`src/hw/rtl/nat_pkg.sv`:
```
// package for the nat header translator: constants, types, checksum helpers
// no dependencies
package nat_pkg;
  localparam int unsigned NatEntries = 256;
  localparam logic [15:0] PortMinReset = 16'd32000;
  localparam logic [15:0] PortMaxReset = 16'd65000;
  localparam logic [15:0] CsumMangled0 = 16'hFFFF;
  localparam logic [7:0] IpprotoTcp = 8'd6;
  localparam logic [7:0] IpprotoUdp = 8'd17;
  localparam logic [7:0] IpprotoIcmp = 8'd1;
  localparam logic [1:0] StEgressOk = 2'd0;
  localparam logic [1:0] StEgressFull = 2'd1;
  localparam logic [1:0] StIngressOk = 2'd2;
  localparam logic [1:0] StIngressMiss = 2'd3;
  localparam logic CfgPortMin = 1'b0;
  localparam logic CfgPortMax = 1'b1;

  typedef struct packed {
    logic        action;
    logic [31:0] src_ip;
    logic [31:0] dst_ip;
    logic [15:0] src_port;
    logic [15:0] dst_port;
    logic [7:0]  proto;
    logic [15:0] l4_checksum;
    logic [15:0] ip_checksum;
    logic [31:0] egress_ip;
    logic        flow_mapped;
    logic [15:0] flow_port;
  } item_in_t;

  typedef struct packed {
    logic [1:0]  status;
    logic [31:0] out_src_ip;
    logic [31:0] out_dst_ip;
    logic [15:0] out_src_port;
    logic [15:0] out_dst_port;
    logic [15:0] out_l4_checksum;
    logic [15:0] out_ip_checksum;
    logic [15:0] assigned_port;
  } item_out_t;

  typedef struct packed {
    logic load;     // latch a new item
    logic egress;   // finish an egress item
    logic scan;     // compare the registered entry and step
    logic finish;   // build ingress result
    logic rd;       // issue a table read
  } nat_cmd_t;

  typedef struct packed {
    logic is_ingress;
    logic empty;    // nothing to search
    logic hit;      // registered entry matched
    logic last;     // index reached zero
  } nat_sts_t;

  // fold the carries of a 20-bit sum into a 16-bit ones' complement sum of one word
  function automatic logic [15:0] fold(input logic [19:0] s);
    logic [16:0] t;
    logic [15:0] u;
    begin
      t = {1'b0, s[15:0]} + {13'd0, s[19:16]};
      u = t[15:0] + {15'd0, t[16]};
      fold = u;
    end
  endfunction

  // incremental update of ck over word changes a->b for up to three words
  function automatic logic [15:0] csum_upd(input logic [15:0] ck,
      input logic [15:0] a0, input logic [15:0] b0, input logic [15:0] a1,
      input logic [15:0] b1, input logic [15:0] a2, input logic [15:0] b2);
    logic [19:0] s;
    begin
      s = {4'd0, ~ck} + {4'd0, ~a0} + {4'd0, b0} + {4'd0, ~a1} + {4'd0, b1}
        + {4'd0, ~a2} + {4'd0, b2};
      csum_upd = ~fold(s);
    end
  endfunction
endpackage

```
`src/hw/rtl/nat_ctrl.sv`:
```
// controller state machine for the nat header translator
// depends on nat_pkg
module nat_ctrl (
  input  logic                clk,
  input  logic                rst_n,
  input  logic                in_valid,
  output logic                in_ready,
  output logic                res_valid,
  input  logic                res_ready,
  output nat_pkg::nat_cmd_t   cmd,
  input  nat_pkg::nat_sts_t   sts
);
  typedef enum logic [2:0] {S_IDLE, S_DISP, S_RD, S_CMP, S_OUT} state_t;
  state_t state_r, state_nxt;
  logic vld_r, vld_nxt;

  always_comb begin
    state_nxt = state_r;
    vld_nxt = vld_r;
    cmd = '0;
    if (vld_r && res_ready) vld_nxt = 1'b0;
    case (state_r)
      S_IDLE: if (in_valid) begin
        cmd.load = 1'b1;
        state_nxt = S_DISP;
      end
      S_DISP: begin
        if (!sts.is_ingress) begin
          if (!vld_nxt) begin
            cmd.egress = 1'b1; vld_nxt = 1'b1; state_nxt = S_IDLE;
          end
        end else if (sts.empty) begin
          state_nxt = S_OUT;
        end else begin
          cmd.rd = 1'b1; state_nxt = S_RD;
        end
      end
      S_RD: state_nxt = S_CMP;
      S_CMP: begin
        cmd.scan = 1'b1;
        if (sts.hit || sts.last) state_nxt = S_OUT;
        else begin
          cmd.rd = 1'b1; state_nxt = S_RD;
        end
      end
      S_OUT: if (!vld_nxt) begin
        cmd.finish = 1'b1; vld_nxt = 1'b1; state_nxt = S_IDLE;
      end
      default: state_nxt = S_IDLE;
    endcase
  end

  always_ff @(posedge clk) begin
    if (!rst_n) begin
      state_r <= S_IDLE;
      vld_r <= 1'b0;
    end else begin
      state_r <= state_nxt;
      vld_r <= vld_nxt;
    end
  end

  assign in_ready = (state_r == S_IDLE);
  assign res_valid = vld_r;
endmodule

```
`config.mk`:
```
export PLATFORM = sky130hd
export DESIGN_NAME = nat_ctrl
export DESIGN_NICKNAME = d
export VERILOG_FILES = /design/src/hw/rtl/nat_pkg.sv /design/src/hw/rtl/nat_ctrl.sv
export SDC_FILE = /design/constraint.sdc
export NUM_CORES = 1
export LEC_CHECK = 0
export BUFFER_PORTS_ARGS = -buffer_cell sky130_fd_sc_hd__buf_2
export CORE_AREA = 2 2 39 41
export CTS_BUF_LIST = sky130_fd_sc_hd__clkbuf_8
export DETAILED_ROUTE_END_ITERATION = 8
export DIE_AREA = 0 0 41 43
export GPL_TIMING_DRIVEN = 0
export PLACE_DENSITY_LB_ADDON = 0.12
export SYNTH_ARGS = -nofsm -noshare
export SYNTH_HDL_FRONTEND = slang
export SYNTH_SLANG_ARGS = --single-unit
export TNS_END_PERCENT = 20
```
`constraint.sdc`:
```
create_clock -name clk -period 2 [get_ports clk]
set_input_delay 0.3 -clock clk [delete_from_list [all_inputs] [get_ports clk]]
set_output_delay 0.3 -clock clk [all_outputs]
set_load 0.03 [all_outputs]
```
### Word level (Yosys, flattened, before mapping)

Index checks and enable logic that the tools add are counted.

| word-level totals | value |
|---|---|
| logic and storage cells | 30 |
| register bits after elaboration | 4 |
| output and inout bits | 7 |
| input port bits | 8 |

| operators by class | value |
|---|---|
| reductions and logical operators | 3 |
| equality and inequality tests | 5 |
| multiplexer cells | 20 |

Operators with widths:

| operator | count |
|---|---|
| 3-bit 2-to-1 mux | 5 |
| 3-bit case mux with 5 select lines | 1 |
| 1-bit 2-to-1 mux | 12 |
| 3-bit by 2-bit == test with 1-bit output (second input constant) | 2 |
| 1-bit case mux with 2 select lines | 2 |
| 3-bit by 1-bit == test with 1-bit output (second input constant) | 1 |
| 3-bit == test (second input constant) | 1 |
| 3-bit logical NOT | 1 |
| 2-bit != test (second input constant) | 1 |
| 1-bit logical AND | 1 |
| 1-bit logical OR | 1 |

### Logic depth before layout (Yosys ltp)

| logic depth | value |
|---|---|
| depth in word-level cells | 5 |
| gate-level depth with buffers | 4 |

### Worst setup path before layout

Ideal clock, no wire load.

| timing path | value |
|---|---|
| path type | register to output |
| from | register state_r[0] |
| to | output port cmd[4] (netlist name) |
| cell stages (with the launch flop) | 4 |
| arrival | 1,596 ps |
| path slack | 104 ps |
| path buffers | 1 |
| cell sequence | dfxtp_1 buf_2 nor3_1 and2_1 |

RTL lines:

| what | line | RTL |
|---|---|---|
| start: declaration | nat_ctrl.sv:14 | `state_t state_r, state_nxt;` |
| start signal: assignment | nat_ctrl.sv:58 | `state_r <= state_nxt;` |
| end: declaration | nat_ctrl.sv:10 | `output nat_pkg::nat_cmd_t cmd,` |

==> impl_metrics.toml <==
[cells_and_area]
antenna_cells = 0
ff_latch_area_um2 = 80.1
multiInputGateArea_um2 = 180
drive_gt1_frac = 0.434
nFillCells = 164
area_delta_synth_final_pct = 45.5
nets = 63

[timing]
setup_viol = 0
tns_ps = 0
tightestPinTransition_ps = 327
setup_slack_ps = 383
timing.slew.headroom = 0.776
grt_setup_unrepaired = "no"
period_minus_slack_ps = 1620
max_freq_mhz = 618
clock_skew_ps = 1.98
finalHoldViolations = 0
slew_violations = 0
min_period_over_period = 0.809

[min_path]
min_from = "rst_n"
min_path_type = "in -> reg"

[floorplanning]
rows = 14
start_util = 0.209
core_mm2 = 0.00138
die_y_um = 43
io_pins = 15
die_w_um = 41
die-area_mm2 = 0.00176

[setup_path]
crit_fanout = 10
rr_endpoint = "state_r[1]$_SDFFE_PN0P_"
r2r_start = "state_r[2]$_SDFFE_PN0P_"
crit_buf_inv = 2
crit_start = "state_r[0]$_SDFFE_PN0P_"
cp_slowest_cell = "dfxtp_1"
crit_type = "reg -> out"
endpoint = "cmd[0]"
path_depth = 4
required_ps = 1700
crit_chain = "buf_2 > and3b_2 > o2bb2ai_1 > buf_2"
reg2reg_depth = 4
cp_slowest_stage_delay_ps = 330
crit_top_cell = "buf_2"
crit_family = "buffers and inverters"
ff2ff_setup_slack_ps = 700
cp-start-kind = "flip-flop"
cp.arrival_ps = 1320
end_kind = "primary output"

[clock_network]
cts.sinks = 4
postCtsHoldBufs = 0
cts-resized-gates = 0
clk_pin_slew_ps = 30
cts_tree = "built"
numCtsBuffers = 3
cts_max_level = 1
clk_latency_ps = 210
cts_buffer_depth = 2
postCtsSetupRepairBufs = 0
root_buffer = "clkbuf_8"

[pwr]
vdd_ir_drop_max_mv = 0.297
p_per_area_mw_per_mm2 = 750
finalPower_w = 0.000315
leakagePower_nw = 0.207

[routing]
viasPerCell = 4.42
finalWirelength_um = 697
drtIter0Drc = 3
wl_per_cell_um = 10.1
drc = 0
vias = 305
postRouteAntennaNets = 0
drt-pass1-iter-count = 3

[global_route]
grt_pass1_vias = 287
grt_pass1_wl_um = 1260
overflow = 0
grt_usage = 0.108
antenna_found_initial = 0
grt_max_degree = 11

[yosys]
synth_area_leaders = "dfxtp_1 28%, nor3_1 5.2%, and4bb_2 4.3%"
yosys.cell_types.count = 25
avgSynthCellArea_um2 = 8.03
synth.top_cell.area_share = 0.277
yosys.area.top_type = "dfxtp_1"
syn_area_um2 = 289
ys_seq_area_frac = 0.277
syn-num-nets = 44
syn_inst = 36
yosys_warnings = 0
ys_seq_elements = 4

[outcome]
status = "completed"

[placement]
place.gp.congestion = 0.684
portBuffers = 14
post-place-ws_ps = 571

[flow_run]
cap_violations = 0
-- state kept, by name (all words and copies together), names as in the netlist --
register / count
state_r: 3
res_valid: 1
-- how the worst min path moves through the flow --
stage                               to  slack [ps]  cells after the start
2_1_floorplan     res_valid$_SDFF_PN0_         420                      1
3_3_place_gp   state_r[0]$_SDFFE_PN0P_         570                      3
3_5_place_dp      res_valid$_SDFF_PN0_         560                      2
4_1_cts        state_r[0]$_SDFFE_PN0P_         340                      3
5_1_grt           res_valid$_SDFF_PN0_         360                      2
6_report       state_r[0]$_SDFFE_PN0P_         340                      3
-- metal layers --
| layer | vias up | global-route usage | wire (um) |
|---|---|---|---|
| li1 | 164 | - | - |
| met5 | - | 0 | 0 |
| met4 | 0 | 0.100 | 0 |
| met1 | 136 | 0.163 | 328 |
| met3 | 0 | 0.0157 | 19 |
| met2 | 5 | 0.122 | 348 |
-- Yosys cell counts --
cell,count
nor2b_1,1
nor3b_1,1
and2_1,1
dfxtp_1,4
and3b_2,1
or2b_1,1
and4bb_2,1
nand4bb_1,1
nand2_1,1
buf_6,1
or4_1,1
o2bb2ai_1,1
nor2_1,3
o21ai_0,2
a21oi_1,1
nor3_1,3
or2_2,1
a2111oi_0,1
o21ba_1,1
a31oi_1,1
nand3_1,2
buf_2,2
o21a_1,1
or3b_1,1
inv_1,2
-- report_power, final --
part           internal [W]  total (W)  switching (W)
clock              0.000128   0.000165      0.0000373
combinational     0.0000253  0.0000638      0.0000385
sequential        0.0000845  0.0000865     0.00000199
total              0.000238   0.000315      0.0000778
-- tightest hold or removal path, stage by stage --
cell and delay (ps):
buf_2 120, inv_1 40, a2111oi_0 40
-- metrics by stage --
stage | utilization | instances | hold slack (ps) | instance area (um2)
5_1_grt | 0.304 | 69 | 355 | 420
6_report | 0.304 | 69 | 341 | 420
3_3_place_gp | 0.274 | 66 | 568 | 379
3_5_place_dp | 0.274 | 66 | 560 | 379
2_1_floorplan | - | 36 | 418 | 289
4_1_cts | 0.304 | 69 | 341 | 420
-- kinds of logic (layout without fill, tap and decap cells) --
logic type | count (synthesis) | after routing | share of synthesized area
AND/OR/NAND/NOR | 19 | 19 | 0.429
flip-flops | 4 | 4 | 0.277
buffers and inverters | 5 | 22 | 0.0996
AO/OA/AOI/OAI | 8 | 8 | 0.195
-- final cells by class --
cell class | count | share of cell area
Buffer | 3 | 0.0506
Clock buffer | 3 | 0.0982
Inverter | 2 | 0.0179
Multi-Input combinational cell | 27 | 0.429
Sequential cell | 4 | 0.190
Tap cell | 16 | 0.0476
Timing Repair Buffer | 14 | 0.167
-- layout by cell type (no fill, tap or decap), types with 2 or more instances in the layout --
cell type,count
nand3_1,2
buf_2,16
dfxtp_1,4
inv_1,2
nor2_1,3
o21ai_0,2
clkbuf_8,3
nor3_1,3
Power figures use the tool's default switching activity.
